## config.mk

```make
export PLATFORM = sky130hd
export DESIGN_NAME = tmie_fifo
export DESIGN_NICKNAME = d
export VERILOG_FILES = /design/src/hdl/tmie_fifo.sv
export SDC_FILE = /design/constraint.sdc
export NUM_CORES = 1
export LEC_CHECK = 0
export BUFFER_PORTS_ARGS = -buffer_cell sky130_fd_sc_hd__buf_2
export CAP_MARGIN = 20
export CORE_ASPECT_RATIO = 1.2
export CORE_MARGIN = 2
export CORE_UTILIZATION = 45
export CTS_CLUSTER_SIZE = 10
export DETAILED_ROUTE_END_ITERATION = 6
export PLACE_DENSITY = 0.67
export RECOVER_POWER = 100
export SYNTH_ARGS = -nofsm -noshare
export SYNTH_HDL_FRONTEND = slang
export SYNTH_SLANG_ARGS = --single-unit
export TNS_END_PERCENT = 10
```

## constraint.sdc

```tcl
create_clock -name clk -period 3.8 [get_ports clk]
set_input_delay 0.76 -clock clk [delete_from_list [all_inputs] [get_ports clk]]
set_output_delay 0.76 -clock clk [all_outputs]
set_load 0.02 [all_outputs]
```

## src/hdl/tmie_fifo.sv

```systemverilog
// Small register queue with full and empty flags.
`timescale 1ns / 1ps
module tmie_fifo #(
  parameter int WIDTH = 8,
  parameter int DEPTH = 2
) (
  input  logic             clk,
  input  logic             rst,
  input  logic             push,
  input  logic [WIDTH-1:0] wdata,
  output logic             full,
  input  logic             pop,
  output logic [WIDTH-1:0] rdata,
  output logic             empty
);

  localparam int PW = (DEPTH > 1) ? $clog2(DEPTH) : 1;
  localparam int CW = $clog2(DEPTH + 1);

  logic [WIDTH-1:0] mem [DEPTH];
  logic [PW-1:0]    wr_ptr;
  logic [PW-1:0]    rd_ptr;
  logic [CW-1:0]    count;
  logic             do_push;
  logic             do_pop;

  assign full    = (count == CW'(DEPTH));
  assign empty   = (count == '0);
  assign do_push = push && !full;
  assign do_pop  = pop && !empty;
  assign rdata   = mem[rd_ptr];

  always_ff @(posedge clk) begin
    if (rst) begin
      wr_ptr <= '0;
      rd_ptr <= '0;
      count  <= '0;
    end else begin
      if (do_push) begin
        wr_ptr <= (wr_ptr == PW'(DEPTH - 1)) ? '0 : wr_ptr + PW'(1);
      end
      if (do_pop) begin
        rd_ptr <= (rd_ptr == PW'(DEPTH - 1)) ? '0 : rd_ptr + PW'(1);
      end
      if (do_push && !do_pop) begin
        count <= count + CW'(1);
      end else if (do_pop && !do_push) begin
        count <= count - CW'(1);
      end
    end
  end

  always_ff @(posedge clk) begin
    if (do_push) begin
      mem[wr_ptr] <= wdata;
    end
  end

endmodule

```

==> Yosys cells after proc, flatten, opt, wreduce, memory -nomap -nowiden <==
Memory sizes are Yosys's and may differ from the RTL's. A register that Yosys moved wholly into a read port is not among the register bits.
Cells that the tools add are included.
{ "word_totals": {"reg_bits": 4, "ram_bits": 16, "input_bits": 12, "output_inout_bits": 10, "elab_cells": 27, "memories": 1} }
{ "memory_table": {"columns": ["memory", "words", "width", "rd", "rd_ports_with_merged_regs", "wr", "line", "text"], "rows": [
  ["mem", 2, 8, 1, 1, 1, "20", "logic [WIDTH-1:0] mem [DEPTH];"]
]} }
{ "classes": {"addsub": 4, "eq_ne": 1, "n_mux": 8, "n_reduce_logical": 10} }
{ "ops": {"columns": ["op", "count"], "rows": [
  ["2-to-1 mux 1 bit", 6],
  ["logical AND 1 bit", 4],
  ["logical NOT 1 bit", 4],
  ["2-to-1 mux 2 bit", 2],
  ["adder 1 bit (second input constant)", 2],
  ["adder 2 x 1 -> 2 bit (second input constant)", 1],
  ["== test 2 bit (second input constant)", 1],
  ["logical NOT 2 bit", 1],
  ["nonzero test 2 bit", 1],
  ["subtractor 2 x 1 -> 2 bit (second input constant)", 1]
]} }

==> Longest topological paths before layout <==
Gate-level depths: netlist (run 1).
{ "logic_depth": {"depth_word": 7, "mapped_depth": 6} }

==> Worst setup path before layout (run 1) <==
No wires, ideal clock.
{ "synth_path": {"kind": "input-to-reg", "start": "input port pop", "end": "register count[1]", "setup_ns": 0.070, "arrival_ns": 1.690, "required_ns": 3.730, "path_slack_ns": 2.040, "stages": 4, "n_path_buf": 0, "cell_sequence": "o21ai_0 ha_1 or3_1 a21oi_1"} }
{ "synth_via": {"elab_chain_cells": 4} }
{ "synth_lines": {"columns": ["element", "line", "text"], "rows": [
  ["from (decl)", "12", "input logic pop,"],
  ["logical AND 1 bit (*)", "30", "assign do_pop = pop && !empty;"],
  ["logical NOT 1 bit", "45", "if (do_push && !do_pop) begin"],
  ["logical AND 1 bit", "45", null],
  ["2-to-1 mux 2 bit / nonzero test 2 bit (equally long branches)", null, null],
  ["to (signal assigned)", "46", "count <= count + CW'(1);"],
  ["to (signal assigned)", "48", "count <= count - CW'(1);"],
  ["to (decl)", "23", "logic [CW-1:0] count;"]
]} }
Mark *: on every way between the ends. The rest lies on a longest branch, timed or not.
A chain may end at the register's enable or synchronous reset.

==> results of run 1 <==
[layout by cell type, fill, tap and decap left out]
master,count
a21oi_1,2
and2_0,1
buf_2,8
clkbuf_1,13
clkbuf_4,3
clkinv_2,1
dfxtp_1,5
edfxtp_1,16
ha_1,1
inv_1,2
mux2_2,8
nor2_1,5
nor2b_1,1
o21ai_0,3
or3_1,2
xor2_1,3
[worst reg2reg max path, stage by stage (launching register included)]
cell     delay, ns
dfxtp_1       0.40
nor2b_1       0.26
nor2_1        0.10
ha_1          0.32
or3_1         0.37
a21oi_1       0.14
[final timing paths]
| kind | from | endpoint | slack (ns) |
|---|---|---|---|
| max reg2reg | count[1] | count[1] | 2.15 |
| min reg2reg | wr_ptr | wr_ptr | 0.51 |
| max | register | rdata[6] | 1.65 |
| min | wr_ptr | wr_ptr | 0.51 |
[sequential cells by signal (all words and copies together) (netlist names), named ones only]
signal  cells
count       2
mem        16
wr_ptr      1
rd_ptr      1
[metal layers]
| metal | vias up | global-route usage, % | wire, µm | part of all wire [%] |
|---|---|---|---|---|
| li1 | 228 | - | - | - |
| met1 | 217 | 15.2 | 501 | 42 |
| met2 | 13 | 20.8 | 623 | 52 |
| met3 | 2 | 2.56 | 53 | 4.5 |
| met4 | 0 | 6.25 | 9 | 0.76 |
| met5 | - | 0 | 0 | 0 |
[power groups by stage]
stage / Sequential (W) / Clock [W] / Combinational [W]
5_1_grt: 0.000330 / 0.000115 / 0.000219
3_5_place_dp: 0.000330 / 0 / 0.000211
3_3_place_gp: 0.000328 / 0 / 0.000206
2_1_floorplan: 0.000312 / 0 / 0.000166
6_report: 0.000324 / 0.000102 / 0.000197
4_1_cts: 0.000325 / 0.000106 / 0.000212
[final cells by class]
cell class                 count  share of cell area [%]
clock buffer                   3                    2.44
clock inverter                 1                   0.541
inverter                       2                   0.812
multi-input combinational     26                    21.4
sequential                    21                    62.8
tap                           18                    2.44
timing repair buffer          21                    9.61
[metrics by stage]
stage	instances	hold slack (ns)	setup WS, ns	instance area, µm²
after floorplan	50	0.452	2.04	793
after global placement	88	0.472	1.94	916
after detailed placement	88	0.487	1.89	916
after CTS	92	0.503	1.64	943
after global routing	92	0.561	1.55	925
final	92	0.509	1.65	925
[logic make-up (layout without fill, tap and decap cells)]
kind of cell | Yosys count | in the layout | synth area share, %
buffers and inverters | 3 | 27 | 1.58
and+or+nand+nor | 9 | 9 | 5.84
muxes | 8 | 8 | 11.4
xor gates and xnor gates | 3 | 3 | 3.31
AOI/OAI and AO/OA | 5 | 5 | 3.15
adders and majority gates | 1 | 1 | 1.58
DFF | 21 | 21 | 73.2
==> flow_summary.toml, run 1 <==
[worst_setup_path]
critPathMaxStageDelay_ns = 0.54
path_depth = 2
crit_buf_inv = 1
crit_required_ns = 3.04
worstPathCellList = "mux2_2 -> clkbuf_1"
setup.worst_path.end_class = "primary output"
cp-start-kind = "register"
crit_type = "reg2out"
slowest_stage = "dfxtp_1"
worstRegToRegCells = 5
crit_family = "flip-flops"
cp.arrival_ns = 1.39
critPathMaxFanout = 8

[cells_and_area]
fin_nets = 88
n_fill_cell = 151
regArea_um2 = 581
antenna_cells = 0
final_util_pct = 56.3
drive_gt1_share_pct = 27.0
multiInputGateArea_um2 = 198
syn2layout_area_growth_pct = 16.6

[sta]
period_needed_ns = 2.15
hold_viol_final = 0
fmaxAchievable_mhz = 466
finalSetupViolCount = 0
tns_ns = 0
worstMarginPinSlew_ns = 0.516
fin_worst_skew_ns = 0.00130
grt_setup_unrepaired = "false"
slew_headroom_pct = 65.6
drv_slew = 0
fin_crit_sh_pct = 56.5

[logic_synthesis]
yosysMostFrequentCell = "edfxtp_1"
synth.area.top_cells = "edfxtp_1 61%, dfxtp_1 13%, mux2_2 11%"
synth_edf_count = 16
yosysTopAreaCell = "edfxtp_1"
yosys.area.top_type_share_pct = 60.6
synthesis.nets = 63
yosysUniqueCellTypes = 13
synth-seq-cells = 21
ys_seq_area_share_pct = 73.2
syn_area_um2 = 793
async_reset_ff_share_pct = 0
synthFlopType = "edfxtp_1"
ys.warnings.count = 0
yosys-top-cells-count = "16 x edfxtp_1, 8 x mux2_2, 5 x dfxtp_1, 5 x nor2_1"
avgSynthCellArea_um2 = 15.9
netlist_instances = 50

[floorplanning]
initial_core_util_pct = 48.3
row_count = 16
die_w_um = 42.3
die_area_um2 = 2120
io_pins = 22
core_um2 = 1640
die_h_um = 50.0

[min_path]
hold_depth = 2
hold_path.class = "reg2reg"

[placement]
placement.io_buffers = 21
dpl.hpwl_um = 903
routabilityCongestion = 0.614

[run]
max_cap_violations = 0

[power]
p_int_w = 0.000410
switching_share_pct = 34.2
p_per_area_nw_per_um2 = 674
power_w = 0.000623
p_comb_share_pct = 31.6
clkPwrFrac_pct = 16.4
p_seq_share_pct = 51.9
p_sw_w = 0.000213
ir_drop_v = 0.000347
p_leak_nw = 0.343

[grt]
grt_pass1_wl_mm = 1.97
grt_usage_pct = 12.5
grt_max_degree = 13
grt_remaining_overflow = 0
first_global_vias = 471
antenna_found_initial = 0

[route]
drt_iter0_markers = 5
postRouteAntennaNets = 0
vias_per_cell = 5.00
wl_per_cell_um = 12.9
drt_pre_antenna_iters = 4
finalWirelength_mm = 1.19
drc = 0
vias = 460

[outcome]
status = "finished clean"

[clock_tree]
cts_buffer_depth = 2
htree_levels = 1
numCtsBuffers = 3
post-cts-setup-buffers = 0
cts_resized = 0
worstSkewPairLatency_ns = 0.29
clk_pin_slew_ns = 0.11
cts_hold_buffers = 0
tritoncts = "built"
root_buffer = "clkbuf_4"
cts.sinks = 21
Power figures use the tool's default switching activity.
==> inputs of run 2 (changes only) <==
- CORE_UTILIZATION: 45 -> 44
- PLACE_DENSITY: 0.67 -> 0.69
- clock period: 3.8 -> 1.8 ns (I/O delays scaled with it)
==> run 2 against run 1 <==
  * First-iteration DRC count down 40%
  * Sequential share of layout area up 0.050 points
  * Routed wire length up 0.84%
  * Hold slack worse by 0.27 ns
  * Sequential cell count unchanged
  * Combinational power up 110%
  * Worst setup slack worse by 1.5 ns
  * Via count down 0.43%
  * Sequential power up 110%
  * Largest power group unchanged
==> flow_summary.toml, run 2 (same netlist as run 1, synthesis figures left out) <==
[sta]
period_needed_ns = 1.63
drv_slew = 0
hold_viol_final = 0
tns_ns = 0
worstMarginPinSlew_ns = 0.513
fmaxAchievable_mhz = 612
fin_crit_sh_pct = 90.7
slew_headroom_pct = 65.8
fin_worst_skew_ns = 0.00357
grt_setup_unrepaired = "false"
finalSetupViolCount = 0

[grt]
grt_usage_pct = 12.4
first_global_vias = 428
antenna_found_initial = 0
grt_max_degree = 13
grt_remaining_overflow = 0
grt_pass1_wl_mm = 1.83

[power]
p_leak_nw = 0.344
ir_drop_v = 0.000746
p_per_area_nw_per_um2 = 1430

[worst_setup_path]
crit_type = "reg2out"
slowest_stage = "dfxtp_2"
cp-start-kind = "register"
critPathMaxStageDelay_ns = 0.45
crit_buf_inv = 1
crit_family = "flip-flops"
cp.arrival_ns = 1.27
crit_required_ns = 1.44
critPathMaxFanout = 8
worstPathCellList = "mux2_2 -> clkbuf_1"
rr_startpoint = "count[1]"
setup.worst_path.end_class = "primary output"

[clock_tree]
cts_resized = 0
cts.sinks = 21
numCtsBuffers = 3
clk_pin_slew_ns = 0.11
worstSkewPairLatency_ns = 0.30
root_buffer = "clkbuf_4"
post-cts-setup-buffers = 0
cts_hold_buffers = 0
htree_levels = 1
tritoncts = "built"
cts_buffer_depth = 2

[min_path]
hold_path.class = "in2reg"
min_from = "wdata[3]"

[route]
finalWirelength_mm = 1.20
drc = 0
drt_pre_antenna_iters = 4
wl_per_cell_um = 13.0
postRouteAntennaNets = 0
vias_per_cell = 4.98
vias = 458
drt_iter0_markers = 3

[cells_and_area]
fin_nets = 88
antenna_cells = 0
fin_area_um2 = 926
regMostFlops = "mem"
drive_gt1_share_pct = 28.4
largestRegisters = "mem (16), count (2)"
syn2layout_area_growth_pct = 16.7
most-common-layout-cells = "16 x edfxtp_1, 13 x clkbuf_1, 8 x mux2_2"
regArea_um2 = 582
mostFrequentLayoutCell = "edfxtp_1"
n_fill_cell = 151
largest_reg_flops = 16
multiInputGateArea_um2 = 198

[floorplanning]
die_h_um = 50.5
die_w_um = 42.8
die_area_um2 = 2160
initial_core_util_pct = 47.7
io_pins = 22
core_um2 = 1660
row_count = 16

[placement]
dpl.hpwl_um = 888
placement.io_buffers = 21
postPlaceCellArea_um2 = 916
routabilityCongestion = 0.669

[outcome]
status = "finished clean"

[run]
max_cap_violations = 0
## run 2: metal layers
layer	GRT usage [%]	share of wire (%)
met1	13.1	40
met2	20.2	51
met3	2.88	6.2
met4	10.9	3.5
met5	0	0
## run 2: final timing paths
check	depth (start not counted)	end	slack, ns
setup / recovery	2	rdata[5]	0.17
hold / removal	1	mem[1][3]	0.24
setup reg to reg	5	count[1]	0.21
hold reg to reg	2	wr_ptr	0.49
## run 2: through the flow
stage          hold WS, ns  total power, W  util (%)  cells  worst slack [ns]
3_3_place_gp         0.479         0.00113      55.1     88             0.300
4_1_cts              0.238         0.00136      56.8     92            0.0256
3_5_place_dp         0.482         0.00114      55.1     88             0.237
5_1_grt              0.221         0.00140      55.7     92            0.0915
2_1_floorplan        0.429         0.00101         -     50             0.213
6_report             0.242         0.00132      55.7     92             0.167
## run 2: area by class of cell
class | count | share of cell area (%)
Tap cell | 18 | 2.43
Clock inverter | 1 | 0.541
Inverter | 2 | 0.811
Sequential cell | 21 | 62.8
Clock buffer | 3 | 2.43
Multi-Input combinational cell | 26 | 21.4
Timing Repair Buffer | 21 | 9.59
## run 2: power by group
| group | switching (W) | internal [W] | total [W] |
|---|---|---|---|
| sequential | 0.0000616 | 0.000621 | 0.000682 |
| clock | 0.000135 | 0.0000828 | 0.000217 |
| combinational | 0.000254 | 0.000166 | 0.000420 |
