`config.mk`:
```
export PLATFORM = sky130hd
export DESIGN_NAME = tmie_front
export DESIGN_NICKNAME = d
export VERILOG_FILES = /design/src/hdl/tmie_pkg.sv /design/src/hdl/tmie_fifo.sv /design/src/hdl/tmie_front.sv
export SDC_FILE = /design/constraint.sdc
export NUM_CORES = 1
export LEC_CHECK = 0
export BUFFER_PORTS_ARGS = -buffer_cell sky130_fd_sc_hd__buf_2
export CAP_MARGIN = 20
export CORE_ASPECT_RATIO = 1.25
export CORE_MARGIN = 2
export CORE_UTILIZATION = 40
export CTS_BUF_LIST = sky130_fd_sc_hd__clkbuf_8
export DETAILED_ROUTE_END_ITERATION = 10
export PLACE_DENSITY = 0.7
export SLEW_MARGIN = 0
export SYNTH_ARGS = -nofsm -noshare
export SYNTH_HDL_FRONTEND = slang
export SYNTH_HIERARCHICAL = 1
export SYNTH_SLANG_ARGS = --single-unit
```
`constraint.sdc`:
```
create_clock -name clk -period 3.05 [get_ports clk]
set_clock_uncertainty 0.05 [all_clocks]
set_input_delay 0.305 -clock clk [delete_from_list [all_inputs] [get_ports clk]]
set_output_delay 0.305 -clock clk [all_outputs]
set_load 0.02 [all_outputs]
```
`src/hdl/tmie_pkg.sv`:
```
// Shared types and constants for the tape machine instruction executor.
`timescale 1ns / 1ps
package tmie_pkg;

  localparam int TAPE_CELLS_DEF    = 32768;
  localparam int LOOP_DEPTH_DEF    = 16;
  localparam int POSITION_BITS_DEF = 16;

  localparam logic [7:0] CH_RIGHT = 8'h3E;
  localparam logic [7:0] CH_LEFT  = 8'h3C;
  localparam logic [7:0] CH_INC   = 8'h2B;
  localparam logic [7:0] CH_DEC   = 8'h2D;
  localparam logic [7:0] CH_OUT   = 8'h2E;
  localparam logic [7:0] CH_IN    = 8'h2C;
  localparam logic [7:0] CH_OPEN  = 8'h5B;
  localparam logic [7:0] CH_CLOSE = 8'h5D;
  localparam logic [7:0] CH_HALT  = 8'h21;

  localparam logic [4:0] SKIP_MAX = 5'd31;

  typedef enum logic [3:0] {
    OP_NOP,
    OP_RIGHT,
    OP_LEFT,
    OP_INC,
    OP_DEC,
    OP_OUT,
    OP_IN,
    OP_OPEN,
    OP_CLOSE,
    OP_HALT
  } op_t;

  typedef struct packed {
    op_t         op;
    logic [15:0] position;
    logic [15:0] next_pos;
    logic [7:0]  in_char;
  } cmd_t;

  typedef struct packed {
    logic [15:0] next_position;
    logic [7:0]  out_char;
    logic        out_valid;
    logic        halted;
    logic        done_res;
    logic        stack_overflow;
  } res_t;

endpackage

```
`src/hdl/tmie_fifo.sv`:
```
// Small register queue with full and empty flags.
`timescale 1ns / 1ps
module tmie_fifo #(
  parameter int WIDTH = 8,
  parameter int DEPTH = 2
) (
  input  logic             clk,
  input  logic             rst,
  input  logic             push,
  input  logic [WIDTH-1:0] wdata,
  output logic             full,
  input  logic             pop,
  output logic [WIDTH-1:0] rdata,
  output logic             empty
);

  localparam int PW = (DEPTH > 1) ? $clog2(DEPTH) : 1;
  localparam int CW = $clog2(DEPTH + 1);

  logic [WIDTH-1:0] mem [DEPTH];
  logic [PW-1:0]    wr_ptr;
  logic [PW-1:0]    rd_ptr;
  logic [CW-1:0]    count;
  logic             do_push;
  logic             do_pop;

  assign full    = (count == CW'(DEPTH));
  assign empty   = (count == '0);
  assign do_push = push && !full;
  assign do_pop  = pop && !empty;
  assign rdata   = mem[rd_ptr];

  always_ff @(posedge clk) begin
    if (rst) begin
      wr_ptr <= '0;
      rd_ptr <= '0;
      count  <= '0;
    end else begin
      if (do_push) begin
        wr_ptr <= (wr_ptr == PW'(DEPTH - 1)) ? '0 : wr_ptr + PW'(1);
      end
      if (do_pop) begin
        rd_ptr <= (rd_ptr == PW'(DEPTH - 1)) ? '0 : rd_ptr + PW'(1);
      end
      if (do_push && !do_pop) begin
        count <= count + CW'(1);
      end else if (do_pop && !do_push) begin
        count <= count - CW'(1);
      end
    end
  end

  always_ff @(posedge clk) begin
    if (do_push) begin
      mem[wr_ptr] <= wdata;
    end
  end

endmodule

```
`src/hdl/tmie_front.sv`:
```
// Front end: accept program bytes, classify them and queue them for execution.
`timescale 1ns / 1ps
module tmie_front #(
  parameter int POSITION_BITS = tmie_pkg::POSITION_BITS_DEF
) (
  input  logic           clk,
  input  logic           rst,
  input  logic           push,
  output logic           full,
  input  logic [7:0]     kind,
  input  logic [15:0]    position,
  input  logic [7:0]     in_char,
  input  logic           busy,
  output tmie_pkg::cmd_t cmd,
  output logic           cmd_valid,
  input  logic           cmd_pop
);
  import tmie_pkg::*;

  localparam int PB = (POSITION_BITS < 16) ? POSITION_BITS : 16;
  localparam logic [15:0] PMASK = 16'((17'd1 << PB) - 17'd1);

  cmd_t  dec;
  logic  q_full;
  logic  q_empty;
  logic  accept;
  logic [15:0] pos_m;

  assign pos_m  = position & PMASK;
  assign full   = q_full || busy;
  assign accept = push && !full;

  always_comb begin
    dec.position = pos_m;
    dec.next_pos = (pos_m + 16'd1) & PMASK;
    dec.in_char  = in_char;
    unique case (kind)
      CH_RIGHT: dec.op = OP_RIGHT;
      CH_LEFT:  dec.op = OP_LEFT;
      CH_INC:   dec.op = OP_INC;
      CH_DEC:   dec.op = OP_DEC;
      CH_OUT:   dec.op = OP_OUT;
      CH_IN:    dec.op = OP_IN;
      CH_OPEN:  dec.op = OP_OPEN;
      CH_CLOSE: dec.op = OP_CLOSE;
      CH_HALT:  dec.op = OP_HALT;
      default:  dec.op = OP_NOP;
    endcase
  end

  tmie_fifo #(
    .WIDTH($bits(cmd_t)),
    .DEPTH(2)
  ) u_cmd_q (
    .clk  (clk),
    .rst  (rst),
    .push (accept),
    .wdata(dec),
    .full (q_full),
    .pop  (cmd_pop),
    .rdata(cmd),
    .empty(q_empty)
  );

  assign cmd_valid = !q_empty;

endmodule

```
-- Word-level counts from Yosys, hierarchy flattened
Memory sizes are Yosys's and may differ from the RTL's. A register that Yosys moved wholly into a read port is not among the register bits.
Cells that the tools add are included.
- flip-flop bits (word level): 4
- word-level logic and storage cells: 41
- RAM bits: 88
- ROM bits: 0
- output and inout port bits: 46
- input bits: 37
- memories kept: 1
- bits in latches: 0
- memories (memory ; words ; bits a word ; read ports ; clocked after Yosys merged registers in ; wr ports ; RTL line ; text):
    u_cmd_q.mem ; 2 ; 44 ; 1 ; 1 ; 1 ; tmie_fifo.sv:20 ; logic [WIDTH-1:0] mem [DEPTH];
- divide/modulo/power cells: 0
- bitwise logic cells: 0
- reduce and logical (&&, ||, !) cells: 13
- multiply operators: 0
- eq/ne operators: 10
- $add $sub $neg: 5
- magnitude comparators: 0
- muxes and demuxes: 9
- shift operators: 0
- operators with widths (operator ; number):
    8-bit by 6-bit == test with 1-bit output (second input constant) ; 7
    4-bit one-hot mux with 9 select lines ; 1
    16-bit by 1-bit adder with 16-bit output (second input constant) ; 1
    8-bit by 7-bit == test with 1-bit output (second input constant) ; 2
    1-bit 2-to-1 mux ; 6
    1-bit logical AND ; 5
    1-bit logical NOT ; 5
    2-bit 2-to-1 mux ; 2
    1-bit adder (second input constant) ; 2
    2-bit by 1-bit adder with 2-bit output (second input constant) ; 1
    2-bit == test (second input constant) ; 1
    2-bit logical NOT ; 1
    2-bit nonzero test ; 1
    2-bit by 1-bit subtractor with 2-bit output (second input constant) ; 1
    1-bit logical OR ; 1

-- Longest topological paths before layout
Gate-level depths: netlist of the first run.
- depth in word-level cells: 9
- gate-level depth with buffers: 9
- depth with buffers taken out: 9

-- Cells and area by module
The synthesis of the first run kept the hierarchy.
- by module, submodules not included (module ; instances ; area an instance (µm²) ; cells each ; seq. area each (µm²)):
    tmie_fifo ; 1 ; 3388.2 ; 162 ; 2742.6
    tmie_front ; 1 ; 439.2 ; 64 ; 0.0

-- Least setup slack after synthesis of the first run
No wires, ideal clock.
- path kind: reg-to-reg
- from: reg u_cmd_q.count[1]
- to: mem u_cmd_q/mem[0][0] (netlist name) (enable)
- arrival: 2.195 ns
- buffers on the path: 0
- slack: 0.406 ns
- stages on the path, launching flop included: 7
- clock period less this slack: 2.644 ns
- setup time: 0.398 ns
- data required time: 2.602 ns
- path through: dfxtp_1 nor2b_2 or2_2 nor2_1 inv_1 or3_1 inv_1
- cells in the longest elaborated chain, start to end: 7
- elaborated cells on any way between the ends: 8
- classes of those cells: 1 x eq/ne; 2 x mux; 5 x reduce/logical
- ends and longest elaborated chain (what ; RTL line ; text):
    start: declaration ; tmie_fifo.sv:23 ; logic [CW-1:0] count;
    start signal: assignment ; tmie_fifo.sv:46 ; count <= count + CW'(1);
    start signal: assignment ; tmie_fifo.sv:48 ; count <= count - CW'(1);
    2-bit == test ; tmie_fifo.sv:27 ; assign full = (count == CW'(DEPTH));
    named net q_full ; tmie_front.sv:24 ; logic q_full;
    1-bit logical OR ; tmie_front.sv:30 ; assign full = q_full || busy;
    named net full ; tmie_front.sv:9 ; output logic full,
    1-bit logical NOT ; tmie_front.sv:31 ; assign accept = push && !full;
    1-bit logical AND ; tmie_front.sv:31 ;
    named net accept ; tmie_front.sv:26 ; logic accept;
    1-bit logical AND ; tmie_fifo.sv:29 ; assign do_push = push && !full;
    1-bit 2-to-1 mux ; tmie_fifo.sv:54 ; if (do_push) begin
    1-bit 2-to-1 mux (implied by the code) ; tmie_fifo.sv:55 ; mem[wr_ptr] <= wdata;
    end: declaration ; tmie_fifo.sv:20 ;
The timed path passes the listed nets, and every way through them passes these cells.

-- Worst setup path in the final report of the first run
- from: reg u_cmd_q.count[0]
- to: mem u_cmd_q/mem[0][8] (netlist name) (enable)
- cells in the longest elaborated chain, start to end: 7
- elaborated cells on any way between the ends: 8
- classes of those cells: 1 x eq/ne; 2 x mux; 5 x reduce/logical
- ends and longest elaborated chain (what ; RTL line):
    2-bit == test ; tmie_fifo.sv:27
    named net q_full ; tmie_front.sv:24
    1-bit logical OR ; tmie_front.sv:30
    1-bit logical NOT ; tmie_front.sv:31
    1-bit logical AND ; tmie_front.sv:31
    named net accept ; tmie_front.sv:26
    1-bit logical AND ; tmie_fifo.sv:29
    1-bit 2-to-1 mux ; tmie_fifo.sv:54
    1-bit 2-to-1 mux (implied by the code) ; tmie_fifo.sv:55
The timed path passes the listed nets, and every way through them passes these cells.

==> reports/results.ini, run 1 <==
[sta]
hold_viol=0
setup_viol=0
max_freq_mhz=422
slew_headroom=0.617
fin_crit_sh=0.776
rsz0062_at_grt=no
worstMarginPinSlew_ns=0.575
finalSetupTns_ns=0
min_period_ns=2.37
slew_violations=0

[clock_tree]
clk_latency_ns=0.35
postCtsSetupBuffers=0
cts_root_buf=clkbuf_8
cts-hold-fix-buffers=0
cts_max_level=3
path_clk_slew_ns=0.08
cts_resized=0
cts_buffer_depth=2
cts_sinks=93
cts_tree=built
cts_inserted_buffers=9

[synth]
async_reset_ff_frac=0
syn_avg_cell_area_um2=16.9
yosysSeqAreaShare=0.717
yosysTopAreaCellShare=0.690
synth_cell_types=35
synth_edf_count=88
yosys_most_used_dff=edfxtp_1
syn-num-nets=265
yosys_warnings=6
synth_area_um2=3830
postSynthCellCount=226
yosys.area.top_type=edfxtp_1
ys_ff_latch=93
synth.area.top_cells=edfxtp_1 (69%), mux2_2 (13%), dfxtp_1 (2.6%)

[outcome]
outcome=finished clean

[routing]
dr.first_iter.drc_count=78
wire_per_inst_um=15.0
route.detailed.drc=0
dr_total_vias=2139
via_per_inst=4.81
ant_nets=0
drt-total-wl_mm=6.69
dr.pass1.iters=4

[final_layout]
num-fill-cells=796
antenna_cells=0
layout.nets=356
layout.area.seq_um2=2740
layout_commonest_cell=edfxtp_1
final_util=0.499
drive_above_1_share=0.478
mostFrequentLayoutCells=edfxtp_1 (88), buf_2 (82), mux2_2 (44), nand2_1 (12), nor2_1 (12)
syn_to_final_growth_pct=20.3
instances_no_fill=445
postLayoutCellArea_um2=4610
multiInputGateArea_um2=1030

[die]
rows=39
dieArea_um2=10400
core-area_um2=9220
pin_count=83
die_h_um=113
die_w_um=91.5
start_util=0.415

[worst_setup_path]
worst_setup_path_end_kind=flip-flop
required_ns=3.06
worstPathMaxFanout=24
path_cells=nor2b_2, or2_2, nor2_1, inv_1, or3_1, inv_2, buf_12
path_class=reg -> reg
crit_arrival_ns=2.38
worstSetupStartpointType=flip-flop
slowest_delay_ns=0.44
crit_slowest_cell=dfxtp_1

[global_route]
grt-ovfl-total=0
track_usage=0.135
grt_pass1_wl_mm=10.6
grt_max_degree=25
antenna_found_initial=0
grt_pass1_vias=2162

[placement]
io_buffers=82
gp_congestion=0.687
dpl_cell_area_um2=4420
dp.cells=429
dp_hpwl_mm=4.65

[hold_path]
hp-class=in -> reg

[pwr]
p_per_area_nw_per_um2=725
ir_drop_mv=0.357
p_leak_nw=1.68

[job]
cap_violations=0

## synthesized netlist by cell type, types with 2 or more instances
cell type,number
a21oi_1,3
and3_1,2
buf_2,2
buf_4,3
dfxtp_1,5
edfxtp_1,88
ha_1,2
inv_1,5
mux2_2,44
nand2_1,12
nand3_1,5
nand3_4,2
nor2_1,12
nor3_1,2
o21ai_0,3
or3_1,2
xnor2_1,7
xor2_1,10
## registers in the layout (all words and copies together), names as in the netlist, named ones only
name            count
u_cmd_q/mem        88
u_cmd_q/count       2
u_cmd_q/rd_ptr      1
u_cmd_q/wr_ptr      1
## stage by stage
step	setup slack, ns	hold slack [ns]	power (W)
after floorplan	0.406	0.324	0.00230
after global placement	0.741	0.428	0.00261
after detailed placement	0.673	0.438	0.00263
after CTS	0.655	0.0584	0.00339
after global routing	0.524	0.0598	0.00351
final	0.682	0.0786	0.00334
## area by class of cell
type,count,area share
inverters,5,0.00407
well taps,123,0.0334
clock buffers,9,0.0269
clock inverters,7,0.0130
multi-input cells,123,0.225
repair buffers,85,0.102
flip-flops and latches,93,0.596
## power breakdown
group          total (W)  switching (W)  internal [W]
sequential       0.00163      0.0000810       0.00155
combinational   0.000952       0.000551      0.000401
clock           0.000758       0.000390      0.000368
total            0.00334        0.00102       0.00232
## worst paths after layout
path | startpoint | end | slack (ns) | cells after the start
min reg2reg | u_cmd_q/wr_ptr | u_cmd_q/wr_ptr | 0.46 | 2
max | u_cmd_q/count[0] | u_cmd_q/mem[0][8] | 0.68 | 7
min | in_char[4] | u_cmd_q/mem[1][4] | 0.08 | 1
max reg2reg | u_cmd_q/count[0] | u_cmd_q/mem[0][8] | 0.68 | 7
## kinds of logic after synthesis
family | after synthesis | synth area share
simple gates | 50 | 0.0798
flops | 93 | 0.717
mux | 44 | 0.129
xor+xnor | 17 | 0.0389
fa+ha+maj | 2 | 0.00654
compound gates | 10 | 0.0154
buf+inv | 10 | 0.0134
## routing by layer
layer  vias to the layer above  routed length (µm)  part of all wire  GRT usage
met5                         -                   0                 0          0
met4                         0                  96             0.014     0.0576
met3                         8                 301             0.045     0.0379
met2                        49                3590              0.54      0.234
met1                      1043                2710              0.40      0.157
li1                       1039                   -                 -          -
## worst max-delay path: cells and delay by family (launching register included)
family | cells | cell delay (ns)
flip-flops | 1 | 0.44
buffers and inverters | 3 | 0.72
AND/OR/NAND/NOR | 4 | 0.86
No activity file was read; power rests on OpenSTA's default activity.
==> inputs of run 2 (changes only) <==
--- a/config.mk
+++ b/config.mk
@@ -5,6 +5,7 @@
 export SDC_FILE = /design/constraint.sdc
 export NUM_CORES = 1
 export LEC_CHECK = 0
+export ABC_AREA = 1
 export BUFFER_PORTS_ARGS = -buffer_cell sky130_fd_sc_hd__buf_2
 export CAP_MARGIN = 20
 export CORE_ASPECT_RATIO = 1.25
@@ -12,7 +13,7 @@
 export CORE_UTILIZATION = 40
 export CTS_BUF_LIST = sky130_fd_sc_hd__clkbuf_8
 export DETAILED_ROUTE_END_ITERATION = 10
-export PLACE_DENSITY = 0.7
+export PLACE_DENSITY = 0.71
 export SLEW_MARGIN = 0
 export SYNTH_ARGS = -nofsm -noshare
 export SYNTH_HDL_FRONTEND = slang
==> constraint.sdc (replaced) <==
create_clock -name clk -period 1.98 [get_ports clk]
set_clock_uncertainty 0.05 [all_clocks]
set_input_delay 0.198 -clock clk [delete_from_list [all_inputs] [get_ports clk]]
set_output_delay 0.198 -clock clk [all_outputs]
set_load 0.02 [all_outputs]
==> run 2 against run 1 <==
Worst setup slack got worse by 0.57 ns. Non-clock buffer count increased by 10. Core utilization rose by 0.17 points. Critical path depth down 4. Register-to-register slack worse by 0.42 ns. Combinational power increased by 70%. Die area is 9.1% higher. Global-route usage grew 0.32 points. Sequential power grew 52%. Cell count is 18% higher.
==> reports/results.ini, run 2 <==
[final_layout]
mostFrequentLayoutCells=edfxtp_1 (88), buf_2 (82), nand2_1 (46), mux2_4 (40), nor2_1 (29)
num-fill-cells=889
layout_commonest_cell=edfxtp_1
instances_no_fill=527
top_register=u_cmd_q/mem
antenna_cells=0
layout.nets=434
syn_to_final_growth_pct=21.5
largest_reg_flops=88
multiInputGateArea_um2=1270
postLayoutCellArea_um2=5090
layout.area.seq_um2=2750
top_regs=u_cmd_q/mem: 88 flops, u_cmd_q/count: 2 flops
drive_above_1_share=0.415

[worst_setup_path]
worst_setup_path_end_kind=primary output
crit_arrival_ns=1.62
worstSetupStartpointType=flip-flop
required_ns=1.73
worstPathMaxFanout=13
path_class=reg -> out

[routing]
drt-total-wl_mm=7.48
wire_per_inst_um=14.2
dr.pass1.iters=4
dr.first_iter.drc_count=94
via_per_inst=4.69
route.detailed.drc=0
ant_nets=0
dr_total_vias=2471

[global_route]
antenna_found_initial=0
grt_pass1_wl_mm=11.9
grt_max_degree=45
met1_usage=0.156
grt_pass1_vias=2523
use_met2=0.241
top_usage_layer=met2
grtUsageMet3=0.0293
grt-ovfl-total=0
track_usage=0.138

[die]
die_h_um=118
core-area_um2=10200
start_util=0.412
pin_count=83
rows=41
dieArea_um2=11300
die_w_um=95.5

[synth]
yosys.area.top_type=edfxtp_1
ys_top_cells_by_count=edfxtp_1 (88), nand2_1 (46), mux2_4 (40)
synth_cell_types=25
synth.area.top_cells=edfxtp_1 (63%), mux2_4 (14%), nand2_1 (4.1%)
yosysSeqAreaShare=0.655
yosysMostFrequentCell=edfxtp_1
synth_area_um2=4190
async_reset_ff_frac=0
yosys_warnings=6
syn-num-nets=333
synth_edf_count=88
ys_ff_latch=93
yosys_most_used_dff=edfxtp_1
yosysTopAreaCellShare=0.631
syn_avg_cell_area_um2=14.2
postSynthCellCount=294

[sta]
max_freq_mhz=536
setup_viol=0
min_period_ns=1.87
fin_crit_sh=0.943
rsz0062_at_grt=no
hold_viol=0
slew_headroom=0.777
worstMarginPinSlew_ns=0.335
slew_violations=0

[placement]
io_buffers=82
dpl_cell_area_um2=4810
dp.cells=505
gp_congestion=0.787
dp_hpwl_mm=5.19

[pwr]
p_int_w=0.00382
ir_drop_mv=0.534
switching_share=0.294
p_per_area_nw_per_um2=1060
p_sw_w=0.00159
p_comb_frac=0.300
seqPwrFrac=0.459
p_clk_frac=0.240
p_leak_nw=2.06

[clock_tree]
cts_max_level=3
clk_latency_ns=0.35
cts_sinks=93
cts_root_buf=clkbuf_8
path_clk_slew_ns=0.08
cts_inserted_buffers=9
cts_buffer_depth=2
cts_tree=built
cts_resized=0

[job]
cap_violations=0

[hold_path]
hp-class=in -> reg

[outcome]
outcome=finished clean

==> run 2: cell types whose count changed in the layout (fill, tap and decap cells not counted), sizes merged, moves of 4 or more <==
cell / delta
nand4: +6
dlygate4sd3: +8
xnor2: -4
xor2: -4
nor2: +24
nand2: +36
inv: +23
==> run 2: worst paths after layout <==
| path | from | to | slack (ns) | depth (start not counted) |
|---|---|---|---|---|
| setup / recovery | flip-flop | cmd[21] | 0.11 | 3 |
| hold / removal | position[15] | u_cmd_q/mem[0][39] | 0.03 | 1 |
| setup reg to reg | u_cmd_q/count[1] | u_cmd_q/count[0] | 0.26 | 9 |
| hold reg to reg | u_cmd_q/wr_ptr | u_cmd_q/wr_ptr | 0.51 | 2 |
==> run 2: critical path: stages (launching register included) <==
cell and delay [ns]:
dfxtp_2 0.54, buf_12 0.21, mux2_2 0.36, buf_2 0.16
==> run 2: metrics by stage <==
stage	hold WS (ns)	util	setup WS (ns)	total power (W)	setup TNS, ns
after floorplan	0.247	-	-0.0531	0.00374	-3.69
after global placement	0.338	0.473	0.342	0.00412	0
after CTS	0.00548	0.501	0.0724	0.00548	0
final	0.0286	0.501	0.113	0.00540	0
after detailed placement	0.342	0.473	0.274	0.00416	0
after global routing	0.0202	0.501	0.0519	0.00566	0
==> run 2: metal layers <==
layer	vias up	routed length, µm
met5	-	0
li1	1228	-
met1	1173	3000
met2	60	3950
met4	0	112
met3	10	412
==> run 2: cells by family after synthesis <==
group / Yosys count / synth area share
buffers and inverters: 35 / 0.0487
flip-flops: 93 / 0.655
AO/OA/AOI/OAI: 8 / 0.0113
adder cells (fa/ha/maj): 2 / 0.00597
multiplexers: 44 / 0.154
XOR/XNOR: 9 / 0.0188
AND/OR/NAND/NOR: 103 / 0.106
==> run 2: area by class of cell <==
class                           instances  share of cell area
Inverter                               30              0.0221
Clock inverter                          5              0.0152
Sequential cell                        93               0.540
Tap cell                              129              0.0317
Multi-Input combinational cell        166               0.250
Clock buffer                            9              0.0243
Timing Repair Buffer                   95               0.116
==> run 2: what timing repair did <==
action                                 CTS  global route
setup buffers                            0             0
endpoints found under the hold margin   16             0
hold buffers                             8             0
==> run 2: power by group through the flow <==
stage | Clock (W) | Combinational, W | Sequential [W]
6_report | 0.00130 | 0.00162 | 0.00248
2_1_floorplan | 0 | 0.00126 | 0.00248
4_1_cts | 0.00134 | 0.00165 | 0.00248
5_1_grt | 0.00141 | 0.00174 | 0.00250
3_3_place_gp | 0 | 0.00160 | 0.00251
3_5_place_dp | 0 | 0.00163 | 0.00253
==> inputs of run 3 (changes only) <==
--- a/config.mk
+++ b/config.mk
@@ -13,6 +13,7 @@
 export CORE_UTILIZATION = 40
 export CTS_BUF_LIST = sky130_fd_sc_hd__clkbuf_8
 export DETAILED_ROUTE_END_ITERATION = 10
+export HOLD_SLACK_MARGIN = 0.03
 export PLACE_DENSITY = 0.71
 export SLEW_MARGIN = 0
 export SYNTH_ARGS = -nofsm -noshare
==> run 3 against run 2 <==
Critical endpoint unchanged. Maximum frequency is 0.26% lower. Via count is 0.32% higher. Largest cell class unchanged. Hold slack better by 0.016 ns. Register-to-register slack hardly changed. Cell count is 0.95% higher. Core utilization is 0.49 points higher. Cell area is 0.98% higher. Global-route usage is 0.13 points higher. Critical path type unchanged. Flip-flop and latch count stayed put. Largest power group unchanged.
==> reports/results.ini, run 3 (same netlist as run 2, synthesis figures left out) <==
[routing]
dr_total_vias=2479
via_per_inst=4.66
drt-total-wl_mm=7.52
dr.first_iter.drc_count=95
dr.pass1.iters=4
route.detailed.drc=0
ant_nets=0
wire_per_inst_um=14.1

[sta]
min_period_ns=1.87
hold_viol=0
max_freq_mhz=534
slew_headroom=0.776
rsz0062_at_grt=no
slew_violations=0
fin_crit_sh=0.945
worstMarginPinSlew_ns=0.336
holdWs_ns=0.0449
setup_viol=0

[final_layout]
top_register=u_cmd_q/mem
top_regs=u_cmd_q/mem: 88 flops, u_cmd_q/count: 2 flops
syn_to_final_growth_pct=22.7
final_util=0.506
antenna_cells=0
drive_above_1_share=0.409
postLayoutCellArea_um2=5140
layout.nets=439
largest_reg_flops=88
layout_commonest_cell=edfxtp_1
num-fill-cells=886
mostFrequentLayoutCells=edfxtp_1 (88), buf_2 (82), nand2_1 (46), mux2_4 (40), nor2_1 (29)

[die]
die_h_um=118
core-area_um2=10200
pin_count=83
die_w_um=95.5
start_util=0.412
rows=41
dieArea_um2=11300

[placement]
dp_hpwl_mm=5.19
dpl_cell_area_um2=4810
io_buffers=82
gp_congestion=0.787

[global_route]
grt_pass1_vias=2568
antenna_found_initial=0
grt-ovfl-total=0
grt_pass1_wl_mm=12.0
grt_max_degree=45
track_usage=0.140

[worst_setup_path]
worstPathMaxFanout=13
required_ns=1.73
worst_setup_path_end_kind=primary output
r2r_cells=9
worstSetupStartpointType=flip-flop
path_class=reg -> out
crit_arrival_ns=1.62

[clock_tree]
cts_inserted_buffers=9
path_clk_slew_ns=0.08
cts_sinks=93
clk_latency_ns=0.35
cts_max_level=3
cts_buffer_depth=2
cts_resized=0
cts_root_buf=clkbuf_8
cts_tree=built

[hold_path]
hp-class=in -> reg
worstHoldPathCells=1

[pwr]
ir_drop_mv=0.534
p_leak_nw=2.08
p_per_area_nw_per_um2=1050

[job]
cap_violations=0

[outcome]
outcome=finished clean

==> run 3: critical path, stage by stage, from the launching register on <==
cell	delay (ns)
dfxtp_2	0.54
buf_12	0.21
mux2_2	0.36
buf_2	0.16
==> run 3: power by group <==
part	switching [W]	internal, W	leakage (nW)
Combinational	0.000878	0.000754	1.13
Sequential	0.000105	0.00238	0.848
Clock	0.000607	0.000693	0.103
Total	0.00159	0.00382	2.08
==> run 3: what timing repair did <==
item                                    4_1_cts  5_1_grt
hold endpoints to repair                     26        0
endpoints found under the setup margin        0        0
buffers inserted                              0        0
hold buffers                                 13        0
==> run 3: final timing paths <==
kind,start,slack [ns],to
setup / recovery,flip-flop,0.11,cmd[21]
hold / removal,position[3],0.04,u_cmd_q/mem[0][27]
hold reg to reg,u_cmd_q/wr_ptr,0.51,u_cmd_q/wr_ptr
setup reg to reg,u_cmd_q/count[1],0.25,u_cmd_q/count[0]
==> run 3: stage by stage <==
stage,TNS [ns],setup WS (ns),std cells,power [W]
floorplan,-3.69,-0.0531,294,0.00374
global placement,0,0.342,505,0.00412
detailed placement,0,0.274,505,0.00416
CTS,0,0.0724,532,0.00548
global route,0,0.0491,532,0.00567
finish,0,0.108,532,0.00541
==> run 3: final cells by class <==
type / count / area (µm²) / share of cell area
sequential: 93 / 2750 / 0.535
clock inverter: 5 / 77.6 / 0.0151
multi-input combinational: 166 / 1270 / 0.248
tap: 129 / 161 / 0.0314
clock buffer: 9 / 124 / 0.0241
timing repair buffer: 100 / 641 / 0.125
inverter: 30 / 113 / 0.0219
==> run 3: metal layers <==
layer,wire length [µm],part of all wire,vias to the layer above,GRT usage
li1,-,-,1237,-
met5,0,0,-,0
met1,3010,0.40,1175,0.156
met4,192,0.026,0,0.0759
met2,3960,0.53,54,0.242
met3,357,0.048,13,0.0300
